`src/sv/iis_pkg.sv`:
```
package iis_pkg;

  localparam int PIX_W       = 8;
  localparam int DATA_W      = 32;
  localparam int CFG_W_BITS  = 13;
  localparam int CFG_H_BITS  = 16;
  localparam int APB_ADDR_W  = 3;
  localparam int APB_DATA_W  = 32;
  localparam int MAX_WIDTH_D = 4096;

  localparam logic [CFG_W_BITS-1:0] WIDTH_RST  = 13'd4096;
  localparam logic [CFG_H_BITS-1:0] HEIGHT_RST = 16'd4096;

  typedef enum logic {
    REG_WIDTH  = 1'b0,
    REG_HEIGHT = 1'b1
  } reg_idx_t;

  typedef struct packed {
    logic first_row;
    logic row_end;
    logic frame_end;
  } scan_flags_t;

endpackage

```
`src/sv/iis_scan.sv`:
```
module iis_scan
  import iis_pkg::*;
#(
  parameter int MAX_WIDTH = MAX_WIDTH_D,
  parameter int AW        = $clog2(MAX_WIDTH),
  parameter int RSUM_W    = PIX_W + AW
) (
  input  logic                  clk,
  input  logic                  rst_n,
  input  logic                  accept,
  input  logic [PIX_W-1:0]      pixel,
  input  logic [CFG_W_BITS-1:0] width_r,
  input  logic [CFG_H_BITS-1:0] height_r,
  output logic [AW-1:0]         col,
  output logic [RSUM_W-1:0]     rsum,
  output scan_flags_t           flags
);

  logic [AW-1:0]         col_r, col_nxt;
  logic [RSUM_W-1:0]     rsum_r, rsum_nxt;
  logic [CFG_H_BITS-1:0] row_r, row_nxt;
  logic [31:0]           w32;
  logic [31:0]           wm1;
  logic [CFG_H_BITS-1:0] last_row;
  logic                  row_end;
  logic                  frame_end;

  assign w32      = 32'(width_r);
  assign wm1      = (w32 == 32'd0) ? 32'd0 :
                    (w32 > 32'(MAX_WIDTH)) ? 32'(MAX_WIDTH - 1) : (w32 - 32'd1);
  assign last_row = height_r - CFG_H_BITS'(1);
  assign row_end  = 32'(col_r) >= wm1;
  assign frame_end = row_end && (row_r >= last_row);

  assign col  = col_r;
  assign rsum = rsum_r + RSUM_W'(pixel);
  assign flags = '{first_row: (row_r == '0), row_end: row_end, frame_end: frame_end};

  always_comb begin
    col_nxt  = col_r;
    rsum_nxt = rsum_r;
    row_nxt  = row_r;
    if (accept) begin
      if (row_end) begin
        col_nxt  = '0;
        rsum_nxt = '0;
        row_nxt  = frame_end ? '0 : row_r + CFG_H_BITS'(1);
      end else begin
        col_nxt  = col_r + AW'(1);
        rsum_nxt = rsum;
      end
    end
  end

  always_ff @(posedge clk) begin
    if (!rst_n) begin
      col_r  <= '0;
      rsum_r <= '0;
      row_r  <= '0;
    end else begin
      col_r  <= col_nxt;
      rsum_r <= rsum_nxt;
      row_r  <= row_nxt;
    end
  end

endmodule

```
`config.mk`:
```
export PLATFORM = sky130hd
export DESIGN_NAME = iis_scan
export DESIGN_NICKNAME = d
export VERILOG_FILES = /design/src/sv/iis_pkg.sv /design/src/sv/iis_scan.sv
export SDC_FILE = /design/constraint.sdc
export NUM_CORES = 1
export LEC_CHECK = 0
export ABC_CLOCK_PERIOD_IN_PS = 4450
export BUFFER_PORTS_ARGS = -buffer_cell sky130_fd_sc_hd__buf_2
export CELL_PAD_IN_SITES_DETAIL_PLACEMENT = 0
export CELL_PAD_IN_SITES_GLOBAL_PLACEMENT = 2
export CORE_ASPECT_RATIO = 1.25
export CORE_MARGIN = 2
export CORE_UTILIZATION = 32
export CTS_CLUSTER_SIZE = 8
export DETAILED_ROUTE_END_ITERATION = 16
export HOLD_SLACK_MARGIN = 0.08
export PLACE_DENSITY = 0.87
export RECOVER_POWER = 100
export SLEW_MARGIN = 0
export SYNTH_ARGS = -nofsm -noshare
export SYNTH_HDL_FRONTEND = slang
export SYNTH_SLANG_ARGS = --single-unit
```
`constraint.sdc`:
```
create_clock -name clk -period 4.45 [get_ports clk]
set_input_delay 0 -clock clk [delete_from_list [all_inputs] [get_ports clk]]
set_output_delay 0 -clock clk [all_outputs]
set_load 0.02 [all_outputs]
```
==> flow_summary.html <==
<table>
<tr><th>Metric</th><th>Value</th></tr>
<tr><th colspan="2">Status</th></tr>
<tr><td>Status</td><td>complete, no violations</td></tr>
<tr><th colspan="2">Yosys</th></tr>
<tr><td>Yosys warns</td><td>0</td></tr>
<tr><td>Post-synth top flop</td><td>dfxtp_1</td></tr>
<tr><td>Fraction of synthesis flops using an asynchronous set or reset pin</td><td>0%</td></tr>
<tr><td>Mean area per synthesized cell</td><td>between 7 and 8 sq um</td></tr>
<tr><td>Sequential share of the synthesized area</td><td>24.07%</td></tr>
<tr><td>Number of flops mapped to enable cells by yosys</td><td>0</td></tr>
<tr><td>Commonest cells in the netlist</td><td>nand2_1 (57), nor2_1 (49), dfxtp_1 (48), ha_1 (41), xnor2_1 (36)</td></tr>
<tr><td>Area share of the largest cell type after synthesis</td><td>about a quarter</td></tr>
<tr><td>Count of mapped cells out of synthesis</td><td>~500</td></tr>
<tr><td>Cell taking the most area after synthesis</td><td>dfxtp_1</td></tr>
<tr><td>Cell Area, Synth</td><td>around 0.0040 sq mm</td></tr>
<tr><td>Flops &amp; latches, synth</td><td>48</td></tr>
<tr><td>Count of unique library cells instantiated by Yosys</td><td>59</td></tr>
<tr><td>Most common cell in the netlist</td><td>nand2_1</td></tr>
<tr><td>Leading cell types by total area after synthesis</td><td>dfxtp_1 (24%), ha_1 (13%), xnor2_1 (7.9%), nand2_1 (5.4%), nor2_1 (4.6%)</td></tr>
<tr><td>Syn_nets</td><td>594</td></tr>
<tr><th colspan="2">Hold path</th></tr>
<tr><td>Start point of the worst min-delay path</td><td>pixel[0]</td></tr>
<tr><td>Hold Crit Class</td><td>in2reg</td></tr>
<tr><th colspan="2">Timing</th></tr>
<tr><td>Worst slew margin relative to its limit</td><td>39.20%</td></tr>
<tr><td>Slew at the pin closest to its max-slew limit</td><td>around 0.9 ns</td></tr>
<tr><td>Fin Clk Skew</td><td>0.009981 ns</td></tr>
<tr><td>Share of the clock period used by the worst path after layout</td><td>87.50%</td></tr>
<tr><td>Final worst hold slack</td><td>0.2075 ns</td></tr>
<tr><td>Total of endpoints with negative setup slack in the final report</td><td>0</td></tr>
<tr><td>RSZ-0062 raised after global routing</td><td>no</td></tr>
<tr><td>Final critical delay including setup and external delays</td><td>between 3 and 4 ns</td></tr>
<tr><td>Number of hold violations in the final report</td><td>0</td></tr>
<tr><td>Final Slew Violations</td><td>0</td></tr>
<tr><td>Achievable frequency</td><td>around 260 MHz</td></tr>
<tr><td>Summed negative setup slack over all endpoints</td><td>0 ns</td></tr>
<tr><th colspan="2">Setup path</th></tr>
<tr><td>Reg-to-reg startpoint</td><td>rsum_r[0]$_SDFFE_PN0P_</td></tr>
<tr><td>Category of the worst setup path capture point</td><td>flop</td></tr>
<tr><td>Worst stage delay on the critical path</td><td>0.68 ns</td></tr>
<tr><td>Slowest CP cell</td><td>or4b_2</td></tr>
<tr><td>Number of buffer and inverter stages on the critical path</td><td>3</td></tr>
<tr><td>Highest fanout seen on the critical path</td><td>15</td></tr>
<tr><td>Category of the most critical setup path</td><td>in2reg</td></tr>
<tr><td>Worst endpoint data arrival time</td><td>4.11 ns</td></tr>
<tr><td>Cell family with most CP delay</td><td>simple AND/OR/NAND/NOR gates</td></tr>
<tr><td>Critical path launch point type</td><td>input pin</td></tr>
<tr><td>Worst endpoint required time</td><td>~4.7 ns</td></tr>
<tr><td>Chain of cells forming the critical path</td><td>buf_2 -&gt; inv_1 -&gt; ha_1 -&gt; or4b_2 -&gt; nor4_1 -&gt; nand3_1 -&gt; a22oi_1 -&gt; ha_1 -&gt; o21ai_0 -&gt; o21a_1 -&gt; a311o_1 -&gt; or2_1 -&gt; inv_4 -&gt; nand3_1 -&gt; o211ai_1</td></tr>
<tr><td>CP Launch Point</td><td>width_r[1]</td></tr>
<tr><th colspan="2">Clock tree</th></tr>
<tr><td>Clock net sink count</td><td>48</td></tr>
<tr><td>CTS tree</td><td>built</td></tr>
<tr><td>Buffer type at the clock tree root</td><td>clkbuf_16</td></tr>
<tr><td>Number of buffers inserted to repair setup after CTS</td><td>0</td></tr>
<tr><td>Clock latency reported for the late side of the worst-skew pair</td><td>around 0.30 ns</td></tr>
<tr><td>Total of hold buffers inserted after clock tree synthesis</td><td>0</td></tr>
<tr><td>Maximum clock insertion buffer count</td><td>2</td></tr>
<tr><td>Register clock-pin slew on the reported worst setup and hold paths</td><td>about 0.06 ns</td></tr>
<tr><td>CTS H-tree depth</td><td>2</td></tr>
<tr><td>Post-cts gate resize count</td><td>0</td></tr>
<tr><td>Number of buffers added by the clock tree synthesis step</td><td>5</td></tr>
<tr><th colspan="2">GRT</th></tr>
<tr><td>Maximum number of pins on one net before global-route repair</td><td>37</td></tr>
<tr><td>Global-route wire length before repair</td><td>17.75 mm</td></tr>
<tr><td>Overall overflow remaining after global route</td><td>0</td></tr>
<tr><td>Overall routing resource usage</td><td>15.88%</td></tr>
<tr><td>Via count of the first global-routing pass</td><td>3740</td></tr>
<tr><td>Antenna violations before repair</td><td>0</td></tr>
<tr><th colspan="2">Place</th></tr>
<tr><td>Sum of net half-perimeters after detailed placement</td><td>between 7 and 8 mm</td></tr>
<tr><td>GP Congestion</td><td>approximately 0.83</td></tr>
<tr><td>Port bufs</td><td>74</td></tr>
<tr><th colspan="2">Cells and area</th></tr>
<tr><td>Final net count</td><td>~660</td></tr>
<tr><td>Synth-to-Final Area Change</td><td>15.14%</td></tr>
<tr><td>Final design utilization</td><td>approximately 38%</td></tr>
<tr><td>Number of diodes</td><td>0</td></tr>
<tr><td>Layout cell share with drive strength beyond 1</td><td>slightly above 9%</td></tr>
<tr><th colspan="2">Floorplanning</th></tr>
<tr><td>Die Span Y</td><td>~130 um</td></tr>
<tr><td>Effective utilization at floorplan</td><td>between 30 and 40%</td></tr>
<tr><td>Core Rows</td><td>45</td></tr>
<tr><td>Width of the chip</td><td>just over 100 um</td></tr>
<tr><td># IOs</td><td>75</td></tr>
<tr><td>Overall die area</td><td>~0.013 sq mm</td></tr>
<tr><td>Floorplan Core Area</td><td>~0.012 sq mm</td></tr>
<tr><th colspan="2">Drt</th></tr>
<tr><td>Average detailed-routed wire length per instance</td><td>between 10 and 15 um</td></tr>
<tr><td>Post-route ant nets</td><td>0</td></tr>
<tr><td>Number of detailed-routing iterations run before antenna repair</td><td>4</td></tr>
<tr><td>Overall routed net length</td><td>slightly above 10 mm</td></tr>
<tr><td>Number of remaining DRC errors</td><td>0</td></tr>
<tr><td>Number of vias per cell after detailed routing</td><td>5.139</td></tr>
<tr><td>Number of vias after detailed routing</td><td>around 3800</td></tr>
<tr><td>Drt initial violations</td><td>about 130</td></tr>
<tr><th colspan="2">Power and ir drop</th></tr>
<tr><td>Power density cells</td><td>roughly 230 mW/mm^2</td></tr>
<tr><td>Leakage</td><td>0.001782 uW</td></tr>
<tr><td>Peak supply drop</td><td>around 120 uV</td></tr>
<tr><td>Total power</td><td>between 1000 and 1500 uW</td></tr>
<tr><th colspan="2">Job</th></tr>
<tr><td>Max-cap check violation count</td><td>0</td></tr>
</table>
==> sequential cells by signal (all words and copies together) (netlist names) <==
signal  count
col        12
rsum_r     20
row_r      16
==> through the flow <==
stage | std cells | worst slack [ns] | area (sq um)
6_report | 746 | 0.5564 | 4597
5_1_grt | 746 | 0.1497 | 4597
4_1_cts | 746 | 0.5638 | 4651
3_5_place_dp | 739 | 0.2543 | 4517
3_3_place_gp | 739 | 0.4690 | 4517
2_1_floorplan | 512 | 1.115 | 3993
==> per-layer routing <==
metal	global-route usage [%]	up-vias	wire length, um
met5	0	-	0
met2	28.21	84	5009
li1	-	1992	-
met1	20.04	1752	4892
met3	2.330	6	354
met4	4.610	0	120
==> placed cells by master (no fill, tap or decap), drive strengths merged, types with 3 or more instances in the layout <==
| cell | Yosys | layout |
|---|---|---|
| nand2 | 57 | 57 |
| nor2 | 49 | 49 |
| dfxtp | 48 | 48 |
| clkbuf | 8 | 44 |
| ha | 41 | 41 |
| buf | 7 | 40 |
| xnor2 | 36 | 36 |
| nand3 | 28 | 28 |
| xor2 | 21 | 21 |
| nor3 | 20 | 20 |
| a21oi | 19 | 19 |
| inv | 18 | 18 |
| o21ai | 18 | 18 |
| o21a | 15 | 15 |
| nor4 | 15 | 15 |
| o22ai | 11 | 11 |
| a21boi | 11 | 11 |
| and3 | 8 | 8 |
| nand4 | 8 | 8 |
| o211ai | 7 | 7 |
| or3 | 6 | 6 |
| a211oi | 6 | 6 |
| nand3b | 6 | 6 |
| nor3b | 5 | 5 |
| nor2b | 5 | 5 |
| nand2b | 4 | 4 |
| a22oi | 4 | 4 |
| a21o | 3 | 3 |
| or4 | 3 | 3 |
==> report_power, final <==
part / leakage [uW] / switching [uW] / internal, uW
sequential: 0.000388 / 7.93 / 440
clock: 0.0000667 / 163 / 205
combinational: 0.00133 / 151 / 93.9
==> cell families after synthesis <==
logic type,after synthesis,share of synthesized area [%]
xor gates and xnor gates,57,12.50
AOI/OAI and AO/OA,108,18.15
DFF,48,24.07
adders and majority gates,42,13.35
and+or+nand+nor,223,28.05
buffers and inverters,34,3.886
==> worst paths after layout <==
kind | endpoint | slack, ns | cells past startpoint
worst max register to register | rsum_r[18]$_SDFFE_PN0P_ | 1.70 | 9
worst min register to register | rsum_r[0]$_SDFFE_PN0P_ | 0.47 | 2
worst min-delay path | rsum_r[0]$_SDFFE_PN0P_ | 0.21 | 4
worst max-delay path | row_r[5]$_SDFFE_PN0P_ | 0.56 | 15
==> area by class of cell <==
type	count	area [sq um]
multi-input cells	430	2875
fillers	1352	7565
well taps	164	205.2
flip-flops and latches	48	960.9
repair buffers	78	347.8
clock inverters	1	5.005
clock buffers	6	128.9
inverters	19	73.82
==> worst register-to-register path, cell delays in order (launching register included) <==
cell      delay (ns)
dfxtp_1         0.33
ha_1            0.18
inv_1           0.07
fa_1            0.41
nor2b_1         0.17
o211ai_1        0.14
a211oi_1        0.77
nand2_1         0.13
or3_1           0.33
a21oi_1         0.14
Power figures use the tool's default switching activity.
