$ cat src/sv/iis_pkg.sv
package iis_pkg;

  localparam int PIX_W       = 8;
  localparam int DATA_W      = 32;
  localparam int CFG_W_BITS  = 13;
  localparam int CFG_H_BITS  = 16;
  localparam int APB_ADDR_W  = 3;
  localparam int APB_DATA_W  = 32;
  localparam int MAX_WIDTH_D = 4096;

  localparam logic [CFG_W_BITS-1:0] WIDTH_RST  = 13'd4096;
  localparam logic [CFG_H_BITS-1:0] HEIGHT_RST = 16'd4096;

  typedef enum logic {
    REG_WIDTH  = 1'b0,
    REG_HEIGHT = 1'b1
  } reg_idx_t;

  typedef struct packed {
    logic first_row;
    logic row_end;
    logic frame_end;
  } scan_flags_t;

endpackage

$ cat src/sv/iis_cfg.sv
module iis_cfg
  import iis_pkg::*;
(
  input  logic                  clk,
  input  logic                  rst_n,
  input  logic                  psel,
  input  logic                  penable,
  input  logic                  pwrite,
  input  logic [APB_ADDR_W-1:0] paddr,
  input  logic [APB_DATA_W-1:0] pwdata,
  output logic [APB_DATA_W-1:0] prdata,
  output logic                  pready,
  output logic [CFG_W_BITS-1:0] width_r,
  output logic [CFG_H_BITS-1:0] height_r
);

  reg_idx_t idx;
  logic     wr_en;

  assign idx    = reg_idx_t'(paddr[2]);
  assign pready = 1'b1;
  assign wr_en  = psel && penable && pwrite && pready;

  always_ff @(posedge clk) begin
    if (!rst_n) begin
      width_r  <= WIDTH_RST;
      height_r <= HEIGHT_RST;
    end else if (wr_en) begin
      case (idx)
        REG_WIDTH:  width_r  <= pwdata[CFG_W_BITS-1:0];
        REG_HEIGHT: height_r <= pwdata[CFG_H_BITS-1:0];
        default: ;
      endcase
    end
  end

  always_comb begin
    case (idx)
      REG_WIDTH:  prdata = APB_DATA_W'(width_r);
      REG_HEIGHT: prdata = APB_DATA_W'(height_r);
      default:    prdata = '0;
    endcase
  end

endmodule

$ cat config.mk
export PLATFORM = sky130hd
export DESIGN_NAME = iis_cfg
export DESIGN_NICKNAME = d
export VERILOG_FILES = /design/src/sv/iis_pkg.sv /design/src/sv/iis_cfg.sv
export SDC_FILE = /design/constraint.sdc
export NUM_CORES = 1
export LEC_CHECK = 0
export ABC_AREA = 1
export ABC_CLOCK_PERIOD_IN_PS = 1800
export BUFFER_PORTS_ARGS = -buffer_cell sky130_fd_sc_hd__buf_2
export CORE_MARGIN = 4
export CORE_UTILIZATION = 25
export DETAILED_ROUTE_END_ITERATION = 6
export SLEW_MARGIN = 20
export SYNTH_ARGS = -nofsm -noshare
export SYNTH_HDL_FRONTEND = slang
export SYNTH_SLANG_ARGS = --single-unit
$ cat constraint.sdc
create_clock -name clk -period 1.8 [get_ports clk]
set_input_delay 0.36 -clock clk [delete_from_list [all_inputs] [get_ports clk]]
set_output_delay 0.36 -clock clk [all_outputs]
set_load 0.05 [all_outputs]
==> results of run 1 <==
==> state kept, by name, summed over array words and instances, names as in the netlist <==
| signal | flops |
|---|---|
| height_r | 16 |
| width_r | 13 |
==> final timing paths <==
| kind | startpoint | to | slack (ps) | depth (start not counted) |
|---|---|---|---|---|
| worst max-delay path | paddr[2] | prdata[12] | 260 | 5 |
| worst min-delay path | pwdata[12] | width_r[12]$_SDFFE_PN1P_ | 310 | 3 |
| worst min register to register | height_r[5]$_SDFFE_PN0P_ | height_r[5]$_SDFFE_PN0P_ | 500 | 2 |
| worst max register to register | height_r[12]$_SDFFE_PN1P_ | height_r[12]$_SDFFE_PN1P_ | 1190 | 2 |
==> power by group through the flow <==
stage               sequential (W)  combinational [W]  clock (W)
floorplan                 0.000771           0.000272          0
global placement          0.000695           0.000394          0
detailed placement        0.000695           0.000396          0
CTS                       0.000681           0.000396   0.000626
global route              0.000683           0.000424   0.000655
finish                    0.000680           0.000393   0.000595
==> routing by layer <==
metal,track usage [%],vias to the layer above
met1,13.2,664
met4,3.35,0
met5,0,-
met3,4.23,5
met2,18.4,57
li1,-,819
==> area by class of cell <==
| class | instances | share of cell area (%) |
|---|---|---|
| Clock buffer | 7 | 4.91 |
| Clock inverter | 1 | 0.255 |
| Timing Repair Buffer | 68 | 17.6 |
| Tap cell | 75 | 4.78 |
| Inverter | 20 | 3.95 |
| Multi-Input combinational cell | 178 | 38.9 |
| Sequential cell | 29 | 29.6 |
==> Yosys cell counts <==
cell type,count
nand2_1,71
nor2_1,54
dfxtp_1,29
nand3_1,29
inv_1,18
buf_4,17
buf_2,5
buf_6,4
clkbuf_1,3
conb_1,2
nor2_8,2
o21ai_1,2
buf_8,1
inv_2,1
inv_4,1
nand2_2,1
nand3_4,1
nor2_4,1
==> through the flow <==
step / util, % / hold WS [ps] / power [W] / std cells / worst slack (ps)
2_1_floorplan: - / 486 / 0.00104 / 257 / 259
3_3_place_gp: 30.7 / 485 / 0.00109 / 370 / 261
3_5_place_dp: 30.7 / 492 / 0.00109 / 370 / 245
4_1_cts: 32.4 / 297 / 0.00170 / 378 / 246
5_1_grt: 32.4 / 298 / 0.00176 / 378 / 178
6_report: 32.4 / 312 / 0.00167 / 378 / 262
==> critical path: stages <==
cell and delay (ps):
buf_2 120, inv_4 260, nand2_1 100, nand2_1 70
buf_2 250
==> kinds of logic (layout without fill, tap and decap cells) <==
kind of cell	Yosys count	in the layout	share of synthesized area, %
compound gates	2	2	0.630
buf+inv	50	96	19.0
flops	29	29	36.5
other cells	2	17	0.473
simple gates	159	159	43.4
==> results.sh, run 1 <==
export IMPL_end_kind="output pin"
export IMPL_clkTransAtPathRegs_ps=70
export IMPL_wl_met3_um=331
export IMPL_cts_resized=0
export IMPL_slew_violations=0
export IMPL_synth_area_leaders="dfxtp_1 (37%), nand2_1 (17%), nor2_1 (13%), nand3_1 (9.1%), buf_4 (8.0%)"
export IMPL_start_util_pct=26.2
export IMPL_synthDistinctLibCells=18
export IMPL_power_density_mw_per_mm2=850
export IMPL_p_int_w=0.00109
export IMPL_crit_required_ps=1440
export IMPL_cts_root_buf="clkbuf_8"
export IMPL_drc=0
export IMPL_wl_met2_mm=1.86
export IMPL_cts_hold_fix_buffers=0
export IMPL_pwr_share_comb_pct=23.5
export IMPL_die_area_sq_mm=0.00770
export IMPL_tns_ps=0
export IMPL_hpwl_mm=2.88
export IMPL_crit_arrival_ps=1180
export IMPL_routed_wl_mm=4.02
export IMPL_hold_viol_final=0
export IMPL_p_sw_w=0.000579
export IMPL_maxUsedRoutingLayer="met4"
export IMPL_grt_start_max_net_pins=30
export IMPL_num_vias=1545
export IMPL_synth_top_area_cell="dfxtp_1"
export IMPL_swShare_pct=34.7
export IMPL_power_frac_clock_pct=35.7
export IMPL_synth_avg_cell_area_sq_um=6.57
export IMPL_power_frac_seq_pct=40.8
export IMPL_mostFrequentLayoutCells="nand2_1 (71), buf_2 (66), nor2_1 (54)"
export IMPL_finalSetupViolations=0
export IMPL_grt_ovfl_total=0
export IMPL_clock_skew_ps=0
export IMPL_antenna_found_initial=0
export IMPL_gp_congestion=0.697
export IMPL_io_buffers=66
export IMPL_finalCriticalPeriod_ps=1540
export IMPL_slew_headroom_pct=63.8
export IMPL_antenna_left=0
export IMPL_cts_setup_buffers=0
export IMPL_dieWidth_um=87.7
export IMPL_status="complete, no violations"
export IMPL_ys_seq_area_share_pct=36.5
export IMPL_ctsLongestPathBuffers=2
export IMPL_detail_route_first_pass_iterations=4
export IMPL_synth_seq_cells=29
export IMPL_nNetsFinal=342
export IMPL_yosysTopAreaCellShare_pct=36.5
export IMPL_viasPerCell=4.09
export IMPL_min_path_type="input pin to register"
export IMPL_placeableCoreArea_sq_mm=0.00606
export IMPL_vdd_drop_max_uv=332
export IMPL_num_fill_cells=703
export IMPL_final_common_cell="nand2_1"
export IMPL_cts_tree="yes"
export IMPL_grt_pass1_wl_mm=6.62
export IMPL_drt_iter0_drc=82
export IMPL_die_h_um=87.7
export IMPL_routedWlPerCell_um=10.6
export IMPL_clkSinkCount=29
export IMPL_place_area_sq_mm=0.00186
export IMPL_drive_gt1_share_pct=27.4
export IMPL_leakagePower_nw=1.13
export IMPL_crit_type="input pin to output pin"
export IMPL_regArea_sq_um=581
export IMPL_htree_levels=2
export IMPL_synthCells=242
export IMPL_crit_fanout=27
export IMPL_period_share_pct=85.4
export IMPL_synthToLayoutAreaGrowth_pct=23.5
export IMPL_drv_cap=0
export IMPL_ios=102
export IMPL_timing_fmax_mhz=650
export IMPL_yosys_warnings=0
export IMPL_multi_input_comb_area_sq_um=763
export IMPL_numCtsBuffers=5
export IMPL_grt_usage_pct=11.0
export IMPL_rows=28
export IMPL_startpoint_type="input pin"
export IMPL_synth_area_sq_mm=0.00159
export IMPL_grt_pass1_vias=1375
export IMPL_clk_latency_ps=270
export IMPL_worst_pin_slew_ps=542
export IMPL_rsz0062_at_grt="no"
export IMPL_fin_area_sq_mm=0.00196
export IMPL_wl_met1_mm=1.79
export IMPL_diodes=0
Note: power is estimated with default switching activity, not from simulation.
==> run 2, diff against run 1 <==
Settings changed: CORE_UTILIZATION 25 to 45, PLACE_DENSITY set to 0.84.
==> run 2 against run 1 <==
Non-clock buffer count stayed put. Sequential power barely moved. Worst setup slack better by 19 ps. Critical path type unchanged. Critical endpoint is now prdata[3]. Largest power group unchanged.
==> results.sh, run 2 (synthesis results as in run 1) <==
export IMPL_status="complete, no violations"
export IMPL_drv_cap=0
export IMPL_ios=102
export IMPL_largest_reg_flops=16
export IMPL_viasPerCell=4.37
export IMPL_startpoint_type="input pin"
export IMPL_nNetsFinal=342
export IMPL_die_h_um=67.4
export IMPL_routed_wl_mm=3.45
export IMPL_top_register="height_r"
export IMPL_antenna_left=0
export IMPL_drt_iter0_drc=73
export IMPL_rsz0062_at_grt="no"
export IMPL_cp_num_buf_inv=3
export IMPL_final_common_cell="nand2_1"
export IMPL_routedWlPerCell_um=9.90
export IMPL_crit_fanout=20
export IMPL_antenna_found_initial=0
export IMPL_worst_pin_slew_ps=520
export IMPL_slew_violations=0
export IMPL_die_area_sq_mm=0.00455
export IMPL_cts_root_buf="clkbuf_4"
export IMPL_finalPower_w=0.00145
export IMPL_diodes=0
export IMPL_power_density_mw_per_mm2=771
export IMPL_grt_start_max_net_pins=30
export IMPL_drc=0
export IMPL_cts_resized=0
export IMPL_hold_viol_final=0
export IMPL_gp_congestion=0.682
export IMPL_whs_ps=283
export IMPL_drive_gt1_share_pct=26.8
export IMPL_finalSetupViolations=0
export IMPL_dieWidth_um=67.4
export IMPL_num_fill_cells=369
export IMPL_end_kind="output pin"
export IMPL_crit_slowest_cell="buf_4"
export IMPL_cts_setup_buffers=0
export IMPL_cts_hold_fix_buffers=0
export IMPL_ctsLongestPathBuffers=2
export IMPL_mostFrequentLayoutCells="nand2_1 (71), buf_2 (66), nor2_1 (54)"
export IMPL_clock_skew_ps=0
export IMPL_rows=21
export IMPL_cts_tree="yes"
export IMPL_clkTransAtPathRegs_ps=80
export IMPL_grt_pass1_wl_mm=5.38
export IMPL_critPathMaxStageDelay_ps=260
export IMPL_clkSinkCount=29
export IMPL_place_area_sq_mm=0.00182
export IMPL_tns_ps=0
export IMPL_path_cells="buf_2 -> buf_4 -> nand2_1 -> nand2_1 -> buf_2"
export IMPL_vdd_drop_max_uv=382
export IMPL_grt_pass1_vias=1251
export IMPL_htree_levels=2
export IMPL_timing_fmax_mhz=658
export IMPL_crit_type="input pin to output pin"
export IMPL_finalCriticalPeriod_ps=1520
export IMPL_top_regs="height_r (16), width_r (13)"
export IMPL_fin_area_sq_mm=0.00188
export IMPL_crit_arrival_ps=1160
export IMPL_crit_required_ps=1440
export IMPL_io_buffers=66
export IMPL_synthToLayoutAreaGrowth_pct=18.3
export IMPL_min_path_type="input pin to register"
export IMPL_numCtsBuffers=5
export IMPL_hpwl_mm=2.50
export IMPL_period_share_pct=84.4
export IMPL_num_vias=1521
export IMPL_cp_top_family="buffers and inverters"
export IMPL_detail_route_first_pass_iterations=4
export IMPL_placeableCoreArea_sq_mm=0.00336
export IMPL_grt_usage_pct=15.4
export IMPL_start_util_pct=47.2
export IMPL_grt_ovfl_total=0
export IMPL_slew_headroom_pct=65.3
export IMPL_leakagePower_nw=1.11
export IMPL_clk_latency_ps=300
[run 2: layout make-up]
| class | count | area [sq um] | share of cell area, % |
|---|---|---|---|
| clock buffers | 7 | 55.1 | 2.93 |
| inverters | 20 | 77.6 | 4.13 |
| multi-input cells | 178 | 763 | 40.6 |
| flip-flops and latches | 29 | 581 | 30.9 |
| well taps | 46 | 57.6 | 3.06 |
| repair buffers | 68 | 345 | 18.4 |
[run 2: metrics by stage]
| stage | setup WS [ps] | utilization (%) | cells |
|---|---|---|---|
| finish | 281 | 55.9 | 348 |
| global route | 193 | 55.9 | 348 |
| detailed placement | 270 | 54.2 | 341 |
| floorplan | 259 | - | 257 |
| CTS | 270 | 55.9 | 348 |
| global placement | 280 | 54.2 | 341 |
[run 2: layer usage]
| layer | global-route usage [%] | up-vias | share of wire, % |
|---|---|---|---|
| met4 | 4.30 | 0 | 0.81 |
| met3 | 5.32 | 4 | 9.9 |
| met1 | 17.4 | 647 | 41 |
| met2 | 27.2 | 57 | 48 |
| li1 | - | 813 | - |
| met5 | 0 | - | 0 |
[run 2: worst register-to-register path: cells and delay by family, from the launching register on]
kind / cells / cell delay [ps]
and+or+nand+nor: 2 / 190
DFF: 1 / 380
[run 2: where the power goes]
| part | leakage [nW] | switching [W] | internal [W] | total, W |
|---|---|---|---|---|
| clock | 0.0314 | 0.000196 | 0.000184 | 0.000380 |
| combinational | 0.840 | 0.000311 | 0.0000788 | 0.000390 |
| sequential | 0.236 | 0.0000158 | 0.000664 | 0.000680 |
[run 2: worst paths after layout]
| check | startpoint | slack [ps] | endpoint | cells past startpoint |
|---|---|---|---|---|
| min reg2reg | height_r[7]$_SDFFE_PN0P_ | 500 | height_r[7]$_SDFFE_PN0P_ | 2 |
| max reg2reg | width_r[0]$_SDFFE_PN0P_ | 1180 | width_r[0]$_SDFFE_PN0P_ | 2 |
| max | paddr[2] | 280 | prdata[3] | 5 |
| min | pwdata[12] | 280 | height_r[12]$_SDFFE_PN1P_ | 3 |
==> run 3, diff against run 2 <==
Settings changed: ABC_CLOCK_PERIOD_IN_PS 1800 to 1500, CORE_UTILIZATION 45 to 42, PLACE_DENSITY 0.84 to 0.8.
Clock period 1.8 ns to 1.5 ns, I/O delays scaled along.
==> run 3 against run 2 <==
Final cell count rose by 0.57%. Global-route usage fell by 0.85 points. Combinational power is 21% higher. Critical path depth did not move. Worst setup slack got worse by 140 ps.
==> results.sh, run 3 (synthesis results as in run 1) <==
export IMPL_drt_iter0_drc=78
export IMPL_hpwl_mm=2.41
export IMPL_grt_start_max_net_pins=34
export IMPL_slew_headroom_pct=65.8
export IMPL_start_util_pct=43.4
export IMPL_antenna_found_initial=0
export IMPL_nNetsFinal=342
export IMPL_clk_latency_ps=270
export IMPL_finalSetupViolations=0
export IMPL_top_register="height_r"
export IMPL_drc=0
export IMPL_detail_route_first_pass_iterations=4
export IMPL_grt_pass1_vias=1277
export IMPL_crit_fanout=27
export IMPL_cts_setup_buffers=0
export IMPL_drv_cap=0
export IMPL_routed_wl_mm=3.49
export IMPL_final_common_cell="nand2_1"
export IMPL_clkTransAtPathRegs_ps=60
export IMPL_die_area_sq_mm=0.00483
export IMPL_diodes=0
export IMPL_dieWidth_um=69.5
export IMPL_io_buffers=66
export IMPL_synthToLayoutAreaGrowth_pct=21.2
export IMPL_r2r_slack_ps=900
export IMPL_viasPerCell=4.36
export IMPL_largest_reg_flops=16
export IMPL_crit_required_ps=1200
export IMPL_rows=22
export IMPL_placeableCoreArea_sq_mm=0.00366
export IMPL_drive_gt1_share_pct=26.8
export IMPL_htree_levels=2
export IMPL_clkSinkCount=29
export IMPL_timing_fmax_mhz=736
export IMPL_cts_hold_fix_buffers=0
export IMPL_utilization_pct=52.6
export IMPL_power_density_mw_per_mm2=996
export IMPL_num_fill_cells=397
export IMPL_end_kind="output pin"
export IMPL_numCtsBuffers=5
export IMPL_crit_arrival_ps=1060
export IMPL_grt_pass1_wl_mm=5.73
export IMPL_ctsLongestPathBuffers=2
export IMPL_crit_type="input pin to output pin"
export IMPL_rsz0062_at_grt="no"
export IMPL_multi_input_comb_area_sq_um=763
export IMPL_num_vias=1527
export IMPL_clock_skew_ps=0
export IMPL_cts_tree="yes"
export IMPL_tns_ps=0
export IMPL_finalPower_w=0.00192
export IMPL_startpoint_type="input pin"
export IMPL_mostFrequentLayoutCells="nand2_1 (71), buf_2 (66), nor2_1 (54)"
export IMPL_slew_violations=0
export IMPL_status="complete, no violations"
export IMPL_min_path_type="input pin to register"
export IMPL_grt_usage_pct=14.5
export IMPL_fin_cells=350
export IMPL_leakagePower_nw=1.12
export IMPL_period_share_pct=90.6
export IMPL_worst_pin_slew_ps=513
export IMPL_antenna_left=0
export IMPL_regArea_sq_um=581
export IMPL_cts_root_buf="clkbuf_8"
export IMPL_routedWlPerCell_um=9.98
export IMPL_ios=102
export IMPL_die_h_um=69.5
export IMPL_top_regs="height_r (16), width_r (13)"
export IMPL_place_inst=343
export IMPL_grt_ovfl_total=0
export IMPL_vdd_drop_max_uv=404
export IMPL_cts_resized=0
export IMPL_gp_congestion=0.707
export IMPL_finalCriticalPeriod_ps=1360
export IMPL_hold_viol_final=0
## run 3: cell counts in the layout (fill, tap and decap cells not counted)
Identical to the previous run, type by type.
## run 3: final cells by class
type	count	share of cell area, %
clock buffers	7	4.48
inverters	20	4.03
multi-input cells	178	39.6
flip-flops and latches	29	30.1
well taps	48	3.12
repair buffers	68	18.6
## run 3: critical path, cell delays in order
cell and delay, ps:
buf_2 130, inv_4 220, nand2_1 80, nand2_1 60, buf_2 250
## run 3: through the flow
step	hold slack (ps)	area (sq um)	worst slack (ps)
3_5_place_dp	490	1840	131
4_1_cts	249	1930	130
2_1_floorplan	426	1650	78.6
3_3_place_gp	483	1840	130
5_1_grt	261	1930	60.1
6_report	261	1930	141
## run 3: where the power goes
group	leakage [nW]	switching, W	internal (W)	total, W
sequential	0.236	0.0000189	0.000798	0.000817
clock	0.0443	0.000268	0.000363	0.000630
combinational	0.845	0.000373	0.0000982	0.000471
total	1.12	0.000660	0.00126	0.00192
## run 3: path summary, 6_finish.rpt
kind                                                 from                         to  cells past startpoint
worst max-delay path                             paddr[2]                  prdata[7]                      5
worst min-delay path                           pwdata[12]   width_r[12]$_SDFFE_PN1P_                      3
worst max register to register  height_r[12]$_SDFFE_PN1P_  height_r[12]$_SDFFE_PN1P_                      2
worst min register to register    width_r[7]$_SDFFE_PN0P_    width_r[7]$_SDFFE_PN0P_                      2
## run 3: per-layer routing
layer | vias to the layer above | GRT usage, % | routed length, um
met4 | 0 | 4.56 | 38
met1 | 650 | 16.9 | 1470
met5 | - | 0 | 0
met2 | 61 | 24.4 | 1640
met3 | 5 | 5.80 | 336
li1 | 811 | - | -
